==> src/sv/scq_pkg.sv <==
// ---------------------------------------------------------------------------
// scq_pkg: shared types, codes and keymaps for the scancode decoder queue
// Item structs, operation and status codes, set-1 scancodes and the
// unshifted/shifted keymap functions.
// ---------------------------------------------------------------------------
package scq_pkg;

    // Sizes fixed by the item format
    localparam int CHAR_W         = 8;
    localparam int LEVEL_W        = 6;
    localparam int QUEUE_DEPTH_DEF = 64;

    // Operation codes
    localparam logic [1:0] OP_KEY   = 2'd0;
    localparam logic [1:0] OP_POP   = 2'd1;
    localparam logic [1:0] OP_CLEAR = 2'd2;

    // Status codes
    localparam logic [2:0] ST_NONE    = 3'd0;
    localparam logic [2:0] ST_QUEUED  = 3'd1;
    localparam logic [2:0] ST_DROPPED = 3'd2;
    localparam logic [2:0] ST_POPPED  = 3'd3;
    localparam logic [2:0] ST_EMPTY   = 3'd4;

    // Set-1 scancodes with special meaning
    localparam logic [7:0] SC_LSHIFT_MAKE  = 8'h2a;
    localparam logic [7:0] SC_RSHIFT_MAKE  = 8'h36;
    localparam logic [7:0] SC_LSHIFT_BREAK = 8'haa;
    localparam logic [7:0] SC_RSHIFT_BREAK = 8'hb6;
    localparam logic [7:0] SC_CTRL_MAKE    = 8'h1d;
    localparam logic [7:0] SC_CTRL_BREAK   = 8'h9d;
    localparam logic [7:0] SC_ENTER        = 8'h1c;
    localparam logic [7:0] SC_BACKSPACE    = 8'h0e;

    // Characters
    localparam logic [7:0] CH_NUL   = 8'h00;
    localparam logic [7:0] CH_CR    = 8'h0d;
    localparam logic [7:0] CH_BS    = 8'h08;
    localparam logic [7:0] CH_SPACE = 8'h20;
    localparam logic [7:0] CH_LO_A  = 8'h61;
    localparam logic [7:0] CH_LO_Z  = 8'h7a;
    localparam logic [7:0] CH_UP_A  = 8'h41;
    localparam logic [7:0] CH_UP_Z  = 8'h5a;
    localparam logic [7:0] CTRL_LO_OFS = 8'h60;
    localparam logic [7:0] CTRL_UP_OFS = 8'h40;

    // Input and result transactions
    typedef struct packed {
        logic [1:0] operation;
        logic [7:0] scancode;
    } scq_in_t;

    typedef struct packed {
        logic [2:0]         status;
        logic [CHAR_W-1:0]  char_out;
        logic [LEVEL_W-1:0] queue_level;
    } scq_out_t;

    // Controller commands to the datapath
    typedef struct packed {
        logic accept;   // latch transaction, launch queue read
        logic commit;   // update state, load result register
    } scq_cmd_t;

    // Unshifted keymap
    function automatic logic [7:0] plain_map(input logic [6:0] k);
        logic [7:0] c;
        case (k)
            7'h02: c = 8'h31;  7'h03: c = 8'h32;  7'h04: c = 8'h33;  7'h05: c = 8'h34;
            7'h06: c = 8'h35;  7'h07: c = 8'h36;  7'h08: c = 8'h37;  7'h09: c = 8'h38;
            7'h0a: c = 8'h39;  7'h0b: c = 8'h30;  7'h0c: c = 8'h2d;  7'h0d: c = 8'h3d;
            7'h10: c = 8'h71;  7'h11: c = 8'h77;  7'h12: c = 8'h65;  7'h13: c = 8'h72;
            7'h14: c = 8'h74;  7'h15: c = 8'h79;  7'h16: c = 8'h75;  7'h17: c = 8'h69;
            7'h18: c = 8'h6f;  7'h19: c = 8'h70;  7'h1a: c = 8'h5b;  7'h1b: c = 8'h5d;
            7'h1e: c = 8'h61;  7'h1f: c = 8'h73;  7'h20: c = 8'h64;  7'h21: c = 8'h66;
            7'h22: c = 8'h67;  7'h23: c = 8'h68;  7'h24: c = 8'h6a;  7'h25: c = 8'h6b;
            7'h26: c = 8'h6c;  7'h27: c = 8'h3b;  7'h28: c = 8'h27;
            7'h2b: c = 8'h5c;  7'h2c: c = 8'h7a;  7'h2d: c = 8'h78;  7'h2e: c = 8'h63;
            7'h2f: c = 8'h76;  7'h30: c = 8'h62;  7'h31: c = 8'h6e;  7'h32: c = 8'h6d;
            7'h33: c = 8'h2c;  7'h34: c = 8'h2e;  7'h35: c = 8'h2f;  7'h39: c = 8'h20;
            default: c = CH_NUL;
        endcase
        return c;
    endfunction

    // Shifted keymap
    function automatic logic [7:0] shifted_map(input logic [6:0] k);
        logic [7:0] c;
        case (k)
            7'h02: c = 8'h21;  7'h03: c = 8'h40;  7'h04: c = 8'h23;  7'h05: c = 8'h24;
            7'h06: c = 8'h25;  7'h07: c = 8'h5e;  7'h08: c = 8'h26;  7'h09: c = 8'h2a;
            7'h0a: c = 8'h28;  7'h0b: c = 8'h29;  7'h0c: c = 8'h5f;  7'h0d: c = 8'h2b;
            7'h10: c = 8'h51;  7'h11: c = 8'h57;  7'h12: c = 8'h45;  7'h13: c = 8'h52;
            7'h14: c = 8'h54;  7'h15: c = 8'h59;  7'h16: c = 8'h55;  7'h17: c = 8'h49;
            7'h18: c = 8'h4f;  7'h19: c = 8'h50;  7'h1a: c = 8'h7b;  7'h1b: c = 8'h7d;
            7'h1e: c = 8'h41;  7'h1f: c = 8'h53;  7'h20: c = 8'h44;  7'h21: c = 8'h46;
            7'h22: c = 8'h47;  7'h23: c = 8'h48;  7'h24: c = 8'h4a;  7'h25: c = 8'h4b;
            7'h26: c = 8'h4c;  7'h27: c = 8'h3a;  7'h28: c = 8'h22;
            7'h2b: c = 8'h7c;  7'h2c: c = 8'h5a;  7'h2d: c = 8'h58;  7'h2e: c = 8'h43;
            7'h2f: c = 8'h56;  7'h30: c = 8'h42;  7'h31: c = 8'h4e;  7'h32: c = 8'h4d;
            7'h33: c = 8'h3c;  7'h34: c = 8'h3e;  7'h35: c = 8'h3f;  7'h39: c = 8'h20;
            default: c = CH_NUL;
        endcase
        return c;
    endfunction

    // Keys that still give uppercase under the Korean shifted layout (Q W E R T O P)
    function automatic logic kor_upper_key(input logic [6:0] k);
        logic r;
        case (k)
            7'h10, 7'h11, 7'h12, 7'h13, 7'h14, 7'h18, 7'h19: r = 1'b1;
            default: r = 1'b0;
        endcase
        return r;
    endfunction

endpackage

==> src/sv/scq_ram.sv <==
// ---------------------------------------------------------------------------
// scq_ram: generic single-write, single-read RAM
// One write port and one read port; read data is registered.
// ---------------------------------------------------------------------------
module scq_ram #(
    parameter int WIDTH = 8,
    parameter int DEPTH = 64
) (
    input  logic                     clk,
    input  logic                     we,
    input  logic [$clog2(DEPTH)-1:0] waddr,
    input  logic [WIDTH-1:0]         wdata,
    input  logic                     re,
    input  logic [$clog2(DEPTH)-1:0] raddr,
    output logic [WIDTH-1:0]         rdata
);

    logic [WIDTH-1:0] mem_reg [DEPTH];
    logic [WIDTH-1:0] rdata_reg;

    // Storage write and registered read
    always_ff @(posedge clk)
    begin
        if (we)
        begin
            mem_reg[waddr] <= wdata;
        end
        if (re)
        begin
            rdata_reg <= mem_reg[raddr];
        end
    end

    assign rdata = rdata_reg;

endmodule

==> src/sv/scq_ctrl.sv <==
// ---------------------------------------------------------------------------
// scq_ctrl: transaction controller
// Two-state sequencer: take a transaction, then execute it once the result
// register is free. Owns the input stall and the result valid.
// ---------------------------------------------------------------------------
module scq_ctrl
    import scq_pkg::*;
(
    input  logic     clk,
    input  logic     rst_n,
    input  logic     in_valid,
    output logic     in_stall,
    output logic     out_valid,
    input  logic     out_stall,
    output scq_cmd_t cmd
);

    localparam logic S_IDLE = 1'b0;
    localparam logic S_EXEC = 1'b1;

    logic state_reg;
    logic state_next;
    logic out_valid_reg;
    logic out_valid_next;
    logic accept;
    logic commit;

    // Handshake decode
    assign in_stall = (state_reg != S_IDLE);
    assign accept   = in_valid && !in_stall;
    // result register is free when empty or being taken this cycle
    assign commit   = (state_reg == S_EXEC) && (!out_valid_reg || !out_stall);

    // Next state
    always_comb
    begin
        state_next = state_reg;
        case (state_reg)
            S_IDLE:
            begin
                if (accept)
                begin
                    state_next = S_EXEC;
                end
            end
            S_EXEC:
            begin
                if (commit)
                begin
                    state_next = S_IDLE;
                end
            end
            default: state_next = S_IDLE;
        endcase
    end

    // Result valid
    always_comb
    begin
        if (commit)
        begin
            out_valid_next = 1'b1;
        end
        else if (out_valid_reg && out_stall)
        begin
            out_valid_next = 1'b1;
        end
        else
        begin
            out_valid_next = 1'b0;
        end
    end

    always_ff @(posedge clk or negedge rst_n)
    begin
        if (!rst_n)
        begin
            state_reg     <= S_IDLE;
            out_valid_reg <= 1'b0;
        end
        else
        begin
            state_reg     <= state_next;
            out_valid_reg <= out_valid_next;
        end
    end

    assign out_valid  = out_valid_reg;
    assign cmd.accept = accept;
    assign cmd.commit = commit;

    // Checks
    a_accept_exec: assert property (@(posedge clk) disable iff (!rst_n)
        accept |=> (state_reg == S_EXEC))
        else $error("accepted transaction did not move to execute");

    a_commit_valid: assert property (@(posedge clk) disable iff (!rst_n)
        commit |=> out_valid_reg)
        else $error("committed result not presented");

    a_exec_hold: assert property (@(posedge clk) disable iff (!rst_n)
        ((state_reg == S_EXEC) && !commit) |=> (state_reg == S_EXEC))
        else $error("left execute without committing");

endmodule

==> src/sv/scq_datapath.sv <==
// ---------------------------------------------------------------------------
// scq_datapath: scancode decode, modifier state and character ring queue
// Latches a transaction, decodes it against the keymaps, updates the queue
// pointers and the queue RAM, and holds the result register.
// ---------------------------------------------------------------------------
module scq_datapath
    import scq_pkg::*;
#(
    parameter int QUEUE_DEPTH = QUEUE_DEPTH_DEF
) (
    input  logic     clk,
    input  logic     rst_n,
    input  logic     cfg_we,
    input  logic     cfg_wdata,
    input  scq_cmd_t cmd,
    input  scq_in_t  in_item,
    output scq_out_t out_item
);

    localparam int PTR_W = $clog2(QUEUE_DEPTH);
    localparam logic [PTR_W-1:0] PTR_MAX = PTR_W'(QUEUE_DEPTH - 1);
    // wraps to zero for a power-of-two depth, where the pointer math wraps anyway
    localparam logic [PTR_W-1:0] DEPTH_P = PTR_W'(QUEUE_DEPTH);

    // Registers
    logic [1:0]         op_reg;
    logic [7:0]         sc_reg;
    logic               kor_reg;
    logic               shift_reg;
    logic               shift_next;
    logic               ctrl_reg;
    logic               ctrl_next;
    logic [PTR_W-1:0]   rp_reg;
    logic [PTR_W-1:0]   rp_next;
    logic [PTR_W-1:0]   wp_reg;
    logic [PTR_W-1:0]   wp_next;
    logic [2:0]         status_reg;
    logic [2:0]         status_next;
    logic [CHAR_W-1:0]  char_reg;
    logic [CHAR_W-1:0]  char_next;
    logic [LEVEL_W-1:0] level_reg;
    logic [LEVEL_W-1:0] level_next;

    // Decode signals
    logic [6:0]         key;
    logic [7:0]         plain_ch;
    logic [7:0]         shifted_ch;
    logic [7:0]         mapped_ch;
    logic [7:0]         key_ch;
    logic               plain_keep;
    logic               is_mod;
    logic [PTR_W-1:0]   wp_inc;
    logic [PTR_W-1:0]   rp_inc;
    logic               q_full;
    logic               q_empty;
    logic               ram_we;
    logic [CHAR_W-1:0]  ram_rdata;
    logic [PTR_W-1:0]   level_ptr;
    logic [PTR_W+LEVEL_W-1:0] level_ext;

    // Queue storage
    scq_ram #(
        .WIDTH (CHAR_W),
        .DEPTH (QUEUE_DEPTH)
    ) u_ram (
        .clk   (clk),
        .we    (ram_we),
        .waddr (wp_reg),
        .wdata (key_ch),
        .re    (cmd.accept),
        .raddr (rp_reg),
        .rdata (ram_rdata)
    );

    // Keymap lookup
    assign key        = sc_reg[6:0];
    assign plain_ch   = plain_map(key);
    assign shifted_ch = shifted_map(key);
    assign plain_keep = ((plain_ch >= CH_LO_A) && (plain_ch <= CH_LO_Z))
                        || (plain_ch == CH_SPACE);

    always_comb
    begin
        if (kor_reg && shift_reg)
        begin
            if (kor_upper_key(key))
            begin
                mapped_ch = shifted_ch;
            end
            else if (plain_keep)
            begin
                mapped_ch = plain_ch;
            end
            else
            begin
                mapped_ch = shifted_ch;
            end
        end
        else
        begin
            mapped_ch = shift_reg ? shifted_ch : plain_ch;
        end
    end

    // Enter/backspace and ctrl folding
    always_comb
    begin
        if (sc_reg == SC_ENTER)
        begin
            key_ch = CH_CR;
        end
        else if (sc_reg == SC_BACKSPACE)
        begin
            key_ch = CH_BS;
        end
        else if (ctrl_reg && (mapped_ch >= CH_LO_A) && (mapped_ch <= CH_LO_Z))
        begin
            key_ch = mapped_ch - CTRL_LO_OFS;
        end
        else if (ctrl_reg && (mapped_ch >= CH_UP_A) && (mapped_ch <= CH_UP_Z))
        begin
            key_ch = mapped_ch - CTRL_UP_OFS;
        end
        else
        begin
            key_ch = mapped_ch;
        end
    end

    // Queue pointer arithmetic
    assign wp_inc  = (wp_reg == PTR_MAX) ? '0 : wp_reg + 1'b1;
    assign rp_inc  = (rp_reg == PTR_MAX) ? '0 : rp_reg + 1'b1;
    assign q_full  = (wp_inc == rp_reg);
    assign q_empty = (rp_reg == wp_reg);
    assign is_mod  = (sc_reg == SC_LSHIFT_MAKE) || (sc_reg == SC_RSHIFT_MAKE)
                     || (sc_reg == SC_LSHIFT_BREAK) || (sc_reg == SC_RSHIFT_BREAK)
                     || (sc_reg == SC_CTRL_MAKE) || (sc_reg == SC_CTRL_BREAK);

    // Operation execute
    always_comb
    begin
        shift_next  = shift_reg;
        ctrl_next   = ctrl_reg;
        rp_next     = rp_reg;
        wp_next     = wp_reg;
        status_next = ST_NONE;
        char_next   = CH_NUL;
        ram_we      = 1'b0;
        case (op_reg)
            OP_KEY:
            begin
                if ((sc_reg == SC_LSHIFT_MAKE) || (sc_reg == SC_RSHIFT_MAKE))
                begin
                    shift_next = 1'b1;
                end
                else if ((sc_reg == SC_LSHIFT_BREAK) || (sc_reg == SC_RSHIFT_BREAK))
                begin
                    shift_next = 1'b0;
                end
                else if (sc_reg == SC_CTRL_MAKE)
                begin
                    ctrl_next = 1'b1;
                end
                else if (sc_reg == SC_CTRL_BREAK)
                begin
                    ctrl_next = 1'b0;
                end
                // make codes that map to a character
                if (!is_mod && !sc_reg[7] && (key_ch != CH_NUL))
                begin
                    char_next = key_ch;
                    if (q_full)
                    begin
                        status_next = ST_DROPPED;
                    end
                    else
                    begin
                        status_next = ST_QUEUED;
                        wp_next     = wp_inc;
                        ram_we      = cmd.commit;
                    end
                end
            end
            OP_POP:
            begin
                if (q_empty)
                begin
                    status_next = ST_EMPTY;
                end
                else
                begin
                    status_next = ST_POPPED;
                    char_next   = ram_rdata;
                    rp_next     = rp_inc;
                end
            end
            OP_CLEAR:
            begin
                rp_next = '0;
                wp_next = '0;
            end
            default:
            begin
                status_next = ST_NONE;
            end
        endcase
    end

    // Fill level after the step
    assign level_ptr  = wp_next - rp_next + ((wp_next < rp_next) ? DEPTH_P : '0);
    assign level_ext  = {{LEVEL_W{1'b0}}, level_ptr};
    assign level_next = level_ext[LEVEL_W-1:0];

    // Control state
    always_ff @(posedge clk or negedge rst_n)
    begin
        if (!rst_n)
        begin
            kor_reg   <= 1'b1;
            shift_reg <= 1'b0;
            ctrl_reg  <= 1'b0;
            rp_reg    <= '0;
            wp_reg    <= '0;
        end
        else
        begin
            if (cfg_we)
            begin
                kor_reg <= cfg_wdata;
            end
            if (cmd.commit)
            begin
                shift_reg <= shift_next;
                ctrl_reg  <= ctrl_next;
                rp_reg    <= rp_next;
                wp_reg    <= wp_next;
            end
        end
    end

    // Transaction and result payload
    always_ff @(posedge clk)
    begin
        if (cmd.accept)
        begin
            op_reg <= in_item.operation;
            sc_reg <= in_item.scancode;
        end
        if (cmd.commit)
        begin
            status_reg <= status_next;
            char_reg   <= char_next;
            level_reg  <= level_next;
        end
    end

    assign out_item.status      = status_reg;
    assign out_item.char_out    = char_reg;
    assign out_item.queue_level = level_reg;

    // Checks
    a_ptr_range: assert property (@(posedge clk) disable iff (!rst_n)
        (rp_reg <= PTR_MAX) && (wp_reg <= PTR_MAX))
        else $error("queue pointer beyond depth");

    a_push_moves_wp: assert property (@(posedge clk) disable iff (!rst_n)
        (cmd.commit && (status_next == ST_QUEUED)) |=> (wp_reg != $past(wp_reg)))
        else $error("queued character without write pointer advance");

    a_pop_moves_rp: assert property (@(posedge clk) disable iff (!rst_n)
        (cmd.commit && (status_next == ST_POPPED)) |=> (rp_reg != $past(rp_reg)))
        else $error("popped character without read pointer advance");

endmodule

==> src/sv/scancode_key_decoder_queue.sv <==
// ---------------------------------------------------------------------------
// scancode_key_decoder_queue: set-1 scancode decoder with character queue
// Flow: an accepted transaction is latched, then executed in the EXEC state;
// the result register loads when it commits, which waits while an earlier
// result is still stalled.
// Input stalls in EXEC: no new transaction is taken until the last one has
// committed; the queue RAM read is launched at accept and used in execute.
// Reset: modifiers and queue pointers clear, the Korean layout flag sets
// to 1; queue contents are undefined until written.
// ---------------------------------------------------------------------------
module scancode_key_decoder_queue
    import scq_pkg::*;
#(
    parameter int QUEUE_DEPTH = QUEUE_DEPTH_DEF
) (
    input  logic     clk,
    input  logic     rst_n,
    input  logic     cfg_we,
    input  logic     cfg_wdata,
    input  logic     in_valid,
    output logic     in_stall,
    input  scq_in_t  in_item,
    output logic     out_valid,
    input  logic     out_stall,
    output scq_out_t out_item
);

    scq_cmd_t cmd;

    // Sequencer
    scq_ctrl u_ctrl (
        .clk       (clk),
        .rst_n     (rst_n),
        .in_valid  (in_valid),
        .in_stall  (in_stall),
        .out_valid (out_valid),
        .out_stall (out_stall),
        .cmd       (cmd)
    );

    // Decode, queue and result register
    scq_datapath #(
        .QUEUE_DEPTH (QUEUE_DEPTH)
    ) u_datapath (
        .clk       (clk),
        .rst_n     (rst_n),
        .cfg_we    (cfg_we),
        .cfg_wdata (cfg_wdata),
        .cmd       (cmd),
        .in_item   (in_item),
        .out_item  (out_item)
    );

endmodule
==> config.mk <==
export PLATFORM = sky130hd
export DESIGN_NAME = scancode_key_decoder_queue
export DESIGN_NICKNAME = d
export VERILOG_FILES = /design/src/sv/scq_pkg.sv /design/src/sv/scq_ram.sv /design/src/sv/scq_ctrl.sv /design/src/sv/scq_datapath.sv /design/src/sv/scancode_key_decoder_queue.sv
export SDC_FILE = /design/constraint.sdc
export NUM_CORES = 1
export LEC_CHECK = 0
export ABC_AREA = 1
export BUFFER_PORTS_ARGS = -buffer_cell sky130_fd_sc_hd__buf_2
export CAP_MARGIN = 20
export CORE_MARGIN = 1.5
export CORE_UTILIZATION = 40
export DETAILED_ROUTE_END_ITERATION = 7
export HOLD_SLACK_MARGIN = 0.03
export SKIP_LAST_GASP = 1
export SLEW_MARGIN = 5
export SYNTH_ARGS = -nofsm -noshare
export SYNTH_HDL_FRONTEND = slang
export SYNTH_SLANG_ARGS = --single-unit
export TNS_END_PERCENT = 5
==> constraint.sdc <==
create_clock -name clk -period 8 [get_ports clk]
set_input_delay 0.4 -clock clk [delete_from_list [all_inputs] [get_ports clk]]
set_output_delay 0.4 -clock clk [all_outputs]
set_load 0.01 [all_outputs]
==> results of run 1 <==
routing by layer:
layer | up-vias | wire (um)
met2 | 703 | 30200
li1 | 7970 | -
met3 | 108 | 5330
met4 | 0 | 1550
met5 | - | 0
met1 | 8503 | 27800
placed cells by master (no fill, tap or decap), types with 5 or more instances in the layout:
cell type      instances
a21oi_1               28
buf_2                 34
buf_4                 23
clkbuf_1               9
clkbuf_16             58
clkinv_1              15
clkinv_2              14
dfrtp_1               13
dfxtp_1               14
dlygate4sd3_1         14
edfxtp_1             547
ha_1                  22
inv_1                 92
inv_2                 10
nand2_1              166
nand2_2               12
nand3_1               60
nand3_2               10
nand4_1                7
nor2_1               449
nor2_2                 5
nor3_1                11
o211ai_1               6
o21ai_0              362
o21ai_1                6
o221ai_1               6
o22ai_1              162
o31ai_1                5
xor2_1                12
cells in the mapped netlist (all sizes together) (3+ instances only):
master / instances
a21oi: 29
a221oi: 3
a31oi: 3
a32o: 3
buf: 9
clkbuf: 122
clkinv: 4
dfrtp: 16
dfxtp: 14
edfxtp: 547
ha: 22
inv: 103
nand2: 179
nand3: 74
nand4: 8
nor2: 459
nor3: 11
o2111ai: 3
o211ai: 6
o21ai: 368
o221ai: 6
o22ai: 162
o31ai: 5
o32ai: 4
o41ai: 3
xor2: 12
critical path, delay by kind of cell, from the launching register on:
kind / cells / cell delay [ps]
XOR/XNOR: 1 / 160
buffers and inverters: 3 / 430
adder cells (fa/ha/maj): 3 / 840
AO/OA/AOI/OAI: 5 / 1170
AND/OR/NAND/NOR: 18 / 1760
flip-flops: 1 / 490
path summary, 6_finish.rpt:
| check | endpoint | slack (ps) | start |
|---|---|---|---|
| worst max register to register | u_datapath.level_reg[5]$_DFFE_PP_ | 2930 | u_datapath.sc_reg[6]$_DFFE_PP_ |
| min in group clk | u_ctrl.in_stall$_DFF_PN0_ | 300 | in_valid |
| worst min register to register | u_datapath.shift_reg$_DFFE_PN0P_ | 500 | u_datapath.sc_reg[7]$_DFFE_PP_ |
| max in group asynchronous | u_datapath.rp_reg[1]$_DFFE_PN0P_ | 7270 | rst_n |
| worst min-delay path | u_datapath.rp_reg[0]$_DFFE_PN0P_ | 290 | rst_n |
| worst max-delay path | u_datapath.level_reg[5]$_DFFE_PP_ | 2930 | u_datapath.sc_reg[6]$_DFFE_PP_ |
cells by family (layout without fill, tap and decap cells):
logic type | Yosys count | in the layout | share of synthesized area [%]
AND/OR/NAND/NOR | 735 | 735 | 12.4
AO/OA/AOI/OAI | 608 | 608 | 13.6
flip-flops | 578 | 578 | 68.5
buffers and inverters | 238 | 286 | 3.67
adder cells (fa/ha/maj) | 23 | 23 | 1.18
XOR/XNOR | 14 | 14 | 0.491
multiplexers | 2 | 2 | 0.0851
where the power goes:
part	leakage (nW)	switching, W	total, W	internal (W)
clock network	0.886	0.00116	0.00260	0.00144
registers	5.23	0.000160	0.00373	0.00357
logic	3.34	0.00189	0.00262	0.000729
total	9.45	0.00320	0.00895	0.00574
metrics by stage:
step	total power (W)	worst slack, ps	utilization, %	std cells	instance area [um^2]
2_1_floorplan	0.00548	3670	-	2198	25000
3_3_place_gp	0.00635	3100	42.0	2961	25900
3_5_place_dp	0.00636	2940	42.0	2961	25900
4_1_cts	0.00895	2960	45.2	3081	27900
5_1_grt	0.00938	2470	45.3	3083	27900
6_report	0.00895	2930	45.3	3083	27900
final cells by class:
type                    instances  share of cell area (%)
clock buffers                  68                    5.37
clock inverters                38                    1.19
multi-input cells            1382                    25.0
well taps                     837                    3.75
repair buffers                 73                    1.90
inverters                     107                    1.47
flip-flops and latches        578                    61.4
timing repair:
item                      4_1_cts  5_1_grt
gates resized for setup         0        0
hold endpoints to repair       28        0
buffers inserted                0        0
hold buffers                   14        0
==> impl_metrics.ini, run 1 <==
[global_route]
grt_use_met3_pct = 3.64
grt_overflow = 0
grt_pass1_wl_um = 98600
busiest_layer = met2
grt_max_degree = 221
grt_pass1_vias = 16500
grt_use_met2_pct = 32.8
track_usage_pct = 20.3
globalRouteMet1Util_pct = 28.3
antenna_found_initial = 0

[clocking]
clock-sinks = 578
htreeDepth = 2
clockBufferDepth = 3
cts_tree = built
clock_latency_ps = 640
path_clk_slew_ps = 60
cts_buffers = 58
cts_root_buf = clkbuf_16

[detailed_routing]
wl_per_cell_um = 21.0
route.detailed.drc = 0
drtIter0Drc = 1833
first_pass_iters = 8
antenna_left = 0
vias = 17300
drt-vias-per-instance = 5.61
routed_wl_um = 64800

[setup_path]
worst_path_most_repeated_cell = nand2_1
crit_type = flip-flop to flip-flop
crit_required_ps = 8400
startpoint_type = flip-flop
slowest_stage = edfxtp_1
r2r_cells = 30
path_max_fanout = 18
arrival_ps = 5460
slowest_delay_ps = 490
end_kind = flip-flop

[place]
gp_congestion = 0.896
port_buffers = 34
hpwl_um = 38800

[floorplanning]
io_pins = 35
start_util_pct = 40.5
core_mm2 = 0.0617
die_w_um = 253
fp.dieH_um = 253
die_area_mm2 = 0.0640
rows = 91

[yosys]
ys_types = 59
synthesis.area_mm2 = 0.0250
yosys.area.top_type_share_pct = 65.7
avgSynthCellArea_um2 = 11.4
ys_async_sr_fraction_pct = 2.94
ys_ff_latch = 578
synthFlopType = edfxtp_1
synth_edf_count = 547
synth_seq_area_share_pct = 68.5
synth_cells = 2198
yosys.area.top_type = edfxtp_1
synthTopCellsByArea = edfxtp_1 66%, o21ai_0 7.2%, nor2_1 6.8%
yosysWarningCount = 0
synth_fp_nets = 2237

[timing]
fmax_ghz = 0.197
hold_viol = 0
hold_ws_ps = 288
setup_viol = 0
fin_crit_ps = 5070
slew_headroom_pct = 34.0
finalSetupTns_ps = 0
slew_viol_final = 0
tightestPinTransition_ps = 983
min_period_over_period_pct = 63.3
rsz0062_at_grt = false
skew_ps = 37.1

[worst_hold_path]
min_path_type = input pin to asynchronous set/reset pin

[layout]
drive_gt1_share_pct = 8.99
largest_reg_flops = 512
antenna_cells = 0
regArea_mm2 = 0.0171
syn_to_final_growth_pct = 11.7
num-nets-final = 2239
multi_input_area_mm2 = 0.00697
nFillCells = 5661

[run_status]
outcome = complete, no violations

[flow_run]
maxCapViolCount = 0

[power]
leakage_nw = 9.45
power_density_mw_per_mm2 = 320
vdd_ir_drop_max_mv = 0.264
Power figures use the tool's default switching activity.
==> run 2, diff against run 1 <==
- clock period: 8 -> 4.9 ns (I/O delays scaled with it)
==> run 2 against run 1 <==
Effect of this change: routed wire length rose by 4.6%; via count rose by 2.1%; final cell count rose by 2.8%; hold slack got worse by 150 ps; sequential share of layout area fell by 1.7 points; clock skew fell by 17 ps; core utilization rose by 1.3 points; critical path depth fell by 7; maximum frequency rose by 11%; combinational power rose by 73%; critical path type unchanged; critical endpoint is now u_datapath.u_ram.mem_reg[19][4]$_DFFE_PP_.
==> impl_metrics.ini, run 2 (synthesized netlist as in run 1, its figures left out) <==
[layout]
antenna_cells = 0
stdcell_area_mm2 = 0.0287
largest_reg_flops = 512
syn_to_final_growth_pct = 14.9
num-nets-final = 2325
nFillCells = 5592
final_util_pct = 46.5
drive_gt1_share_pct = 12.6
finalNonFillerCells = 3169
final_common_cell = edfxtp_1
final_cell_mix = 547 x edfxtp_1, 448 x nor2_1, 362 x o21ai_0

[detailed_routing]
first_pass_iters = 5
drt-vias-per-instance = 5.57
met2_length_um = 31500
route.met3.wl_um = 5070
drt-met1-wl_um = 29600
vias = 17700
drtIter0Drc = 1654
top_layer = met4
antenna_left = 0
route.detailed.drc = 0
wl_per_cell_um = 21.4
routed_wl_um = 67800

[worst_hold_path]
hp-start = in_valid
min_path_type = input pin to flip-flop

[floorplanning]
io_pins = 35
core_mm2 = 0.0617
die_area_mm2 = 0.0640
die_w_um = 253
start_util_pct = 40.5
rows = 91
fp.dieH_um = 253

[clocking]
clockBufferDepth = 3
cts_tree = built
clock_latency_ps = 620
path_clk_slew_ps = 60
htreeDepth = 2
cts_buffers = 58
clock-sinks = 578
cts_root_buf = clkbuf_16

[power]
total_power_w = 0.0150
pwr-share-clk_pct = 29.7
swShare_pct = 35.3
vdd_ir_drop_max_mv = 0.394
leakage_nw = 9.97
pwr-share-seq_pct = 40.0
p_sw_w = 0.00529
power_density_mw_per_mm2 = 522
p_int_w = 0.00971
combPwrFrac_pct = 30.3

[setup_path]
r2r_cells = 23
path_max_fanout = 8
slowest_stage = edfxtp_1
crit_required_ps = 5220
worst_path_most_repeated_cell = buf_4
endpoint = u_datapath.u_ram.mem_reg[19][4]$_DFFE_PP_
startpoint_type = flip-flop
r2r_end = u_datapath.u_ram.mem_reg[19][4]$_DFFE_PP_
startpoint = u_datapath.sc_reg[6]$_DFFE_PP_
arrival_ps = 4900
end_kind = flip-flop
slowest_delay_ps = 440
reg2reg_from = u_datapath.sc_reg[6]$_DFFE_PP_
r2r_slack_ps = 320
cp.buffers_inverters = 6
crit_type = flip-flop to flip-flop
path_depth = 23
crit_family = simple AND/OR/NAND/NOR gates
crit_chain = buf_4 -> nor2_2 -> nand2_1 -> a21oi_2 -> nand2_2 -> nand3_1 -> nand3_1 -> nand2_2 -> clkinv_2 -> ha_1 -> a31o_2 -> a221oi_2 -> ha_1 -> nand2_1 -> nand3_2 -> nand3_4 -> buf_4 -> buf_4 -> nand3_4 -> inv_2 -> nand3_2 -> nor2_1 -> buf_4

[global_route]
antenna_found_initial = 0
grt_max_degree = 206
grt_pass1_vias = 16800
grt_overflow = 0
grt_pass1_wl_um = 103000
track_usage_pct = 21.1

[run_status]
outcome = complete, no violations

[timing]
fin_crit_ps = 4580
min_period_over_period_pct = 93.5
finalSetupTns_ps = 0
slew_viol_final = 0
hold_viol = 0
tightestPinTransition_ps = 1100
setup_viol = 0
slew_headroom_pct = 26.8
skew_ps = 19.7
fmax_ghz = 0.218

[flow_run]
maxCapViolCount = 0

[place]
dpl-instance-area_mm2 = 0.0266
hpwl_um = 40400
port_buffers = 34
gp_congestion = 0.894
post-place-cells = 3041
-- run 2: area by class of cell --
type                       instances  area, um^2  share of cell area [%]
inverter                         107         414                    1.44
clock inverter                    33         352                    1.22
tap                              837        1050                    3.65
multi-input combinational       1382        7010                    24.4
clock buffer                      73        1560                    5.43
timing repair buffer             159        1190                    4.16
sequential                       578       17100                    59.7
-- run 2: per-layer routing --
| layer | global-route usage [%] | up-vias |
|---|---|---|
| met3 | 3.61 | 111 |
| met2 | 33.7 | 646 |
| met4 | 5.68 | 0 |
| met5 | 0 | - |
| met1 | 29.9 | 8757 |
| li1 | - | 8139 |
-- run 2: worst min path at each step --
stage	endpoint	cells past startpoint
global placement	u_datapath.wp_reg[2]$_DFFE_PN0P_	1
global route	u_datapath.shift_reg$_DFFE_PN0P_	2
finish	u_ctrl.in_stall$_DFF_PN0_	3
detailed placement	u_datapath.shift_reg$_DFFE_PN0P_	1
CTS	u_ctrl.in_stall$_DFF_PN0_	3
floorplan	u_ctrl.in_stall$_DFF_PN0_	0
-- run 2: per-stage QoR --
stage          setup WS [ps]  hold WS, ps
2_1_floorplan            572        -50.6
3_3_place_gp             156          254
3_5_place_dp           -14.7          256
4_1_cts                 12.3          109
5_1_grt                -33.9          180
6_report                 319          135
-- run 2: power by group through the flow --
stage	logic (W)	clock network, W	registers, W
final	0.00454	0.00446	0.00600
after global routing	0.00497	0.00472	0.00602
after CTS	0.00446	0.00455	0.00600
after detailed placement	0.00444	0	0.00610
after global placement	0.00439	0	0.00610
after floorplan	0.00293	0	0.00601
-- run 2: worst min-delay path: cells and delay by family --
family	cells	cell delay, ps
simple gates	1	230
compound gates	1	150
buf+inv	1	80
-- run 2: timing repair --
action | 4_1_cts | 5_1_grt
pin swaps | 0 | 2
hold buffers | 14 | 0
endpoints found under the setup margin | 1 | 361
setup buffers | 0 | 8
gates resized for setup | 1 | 10
hold endpoints to repair | 30 | 0
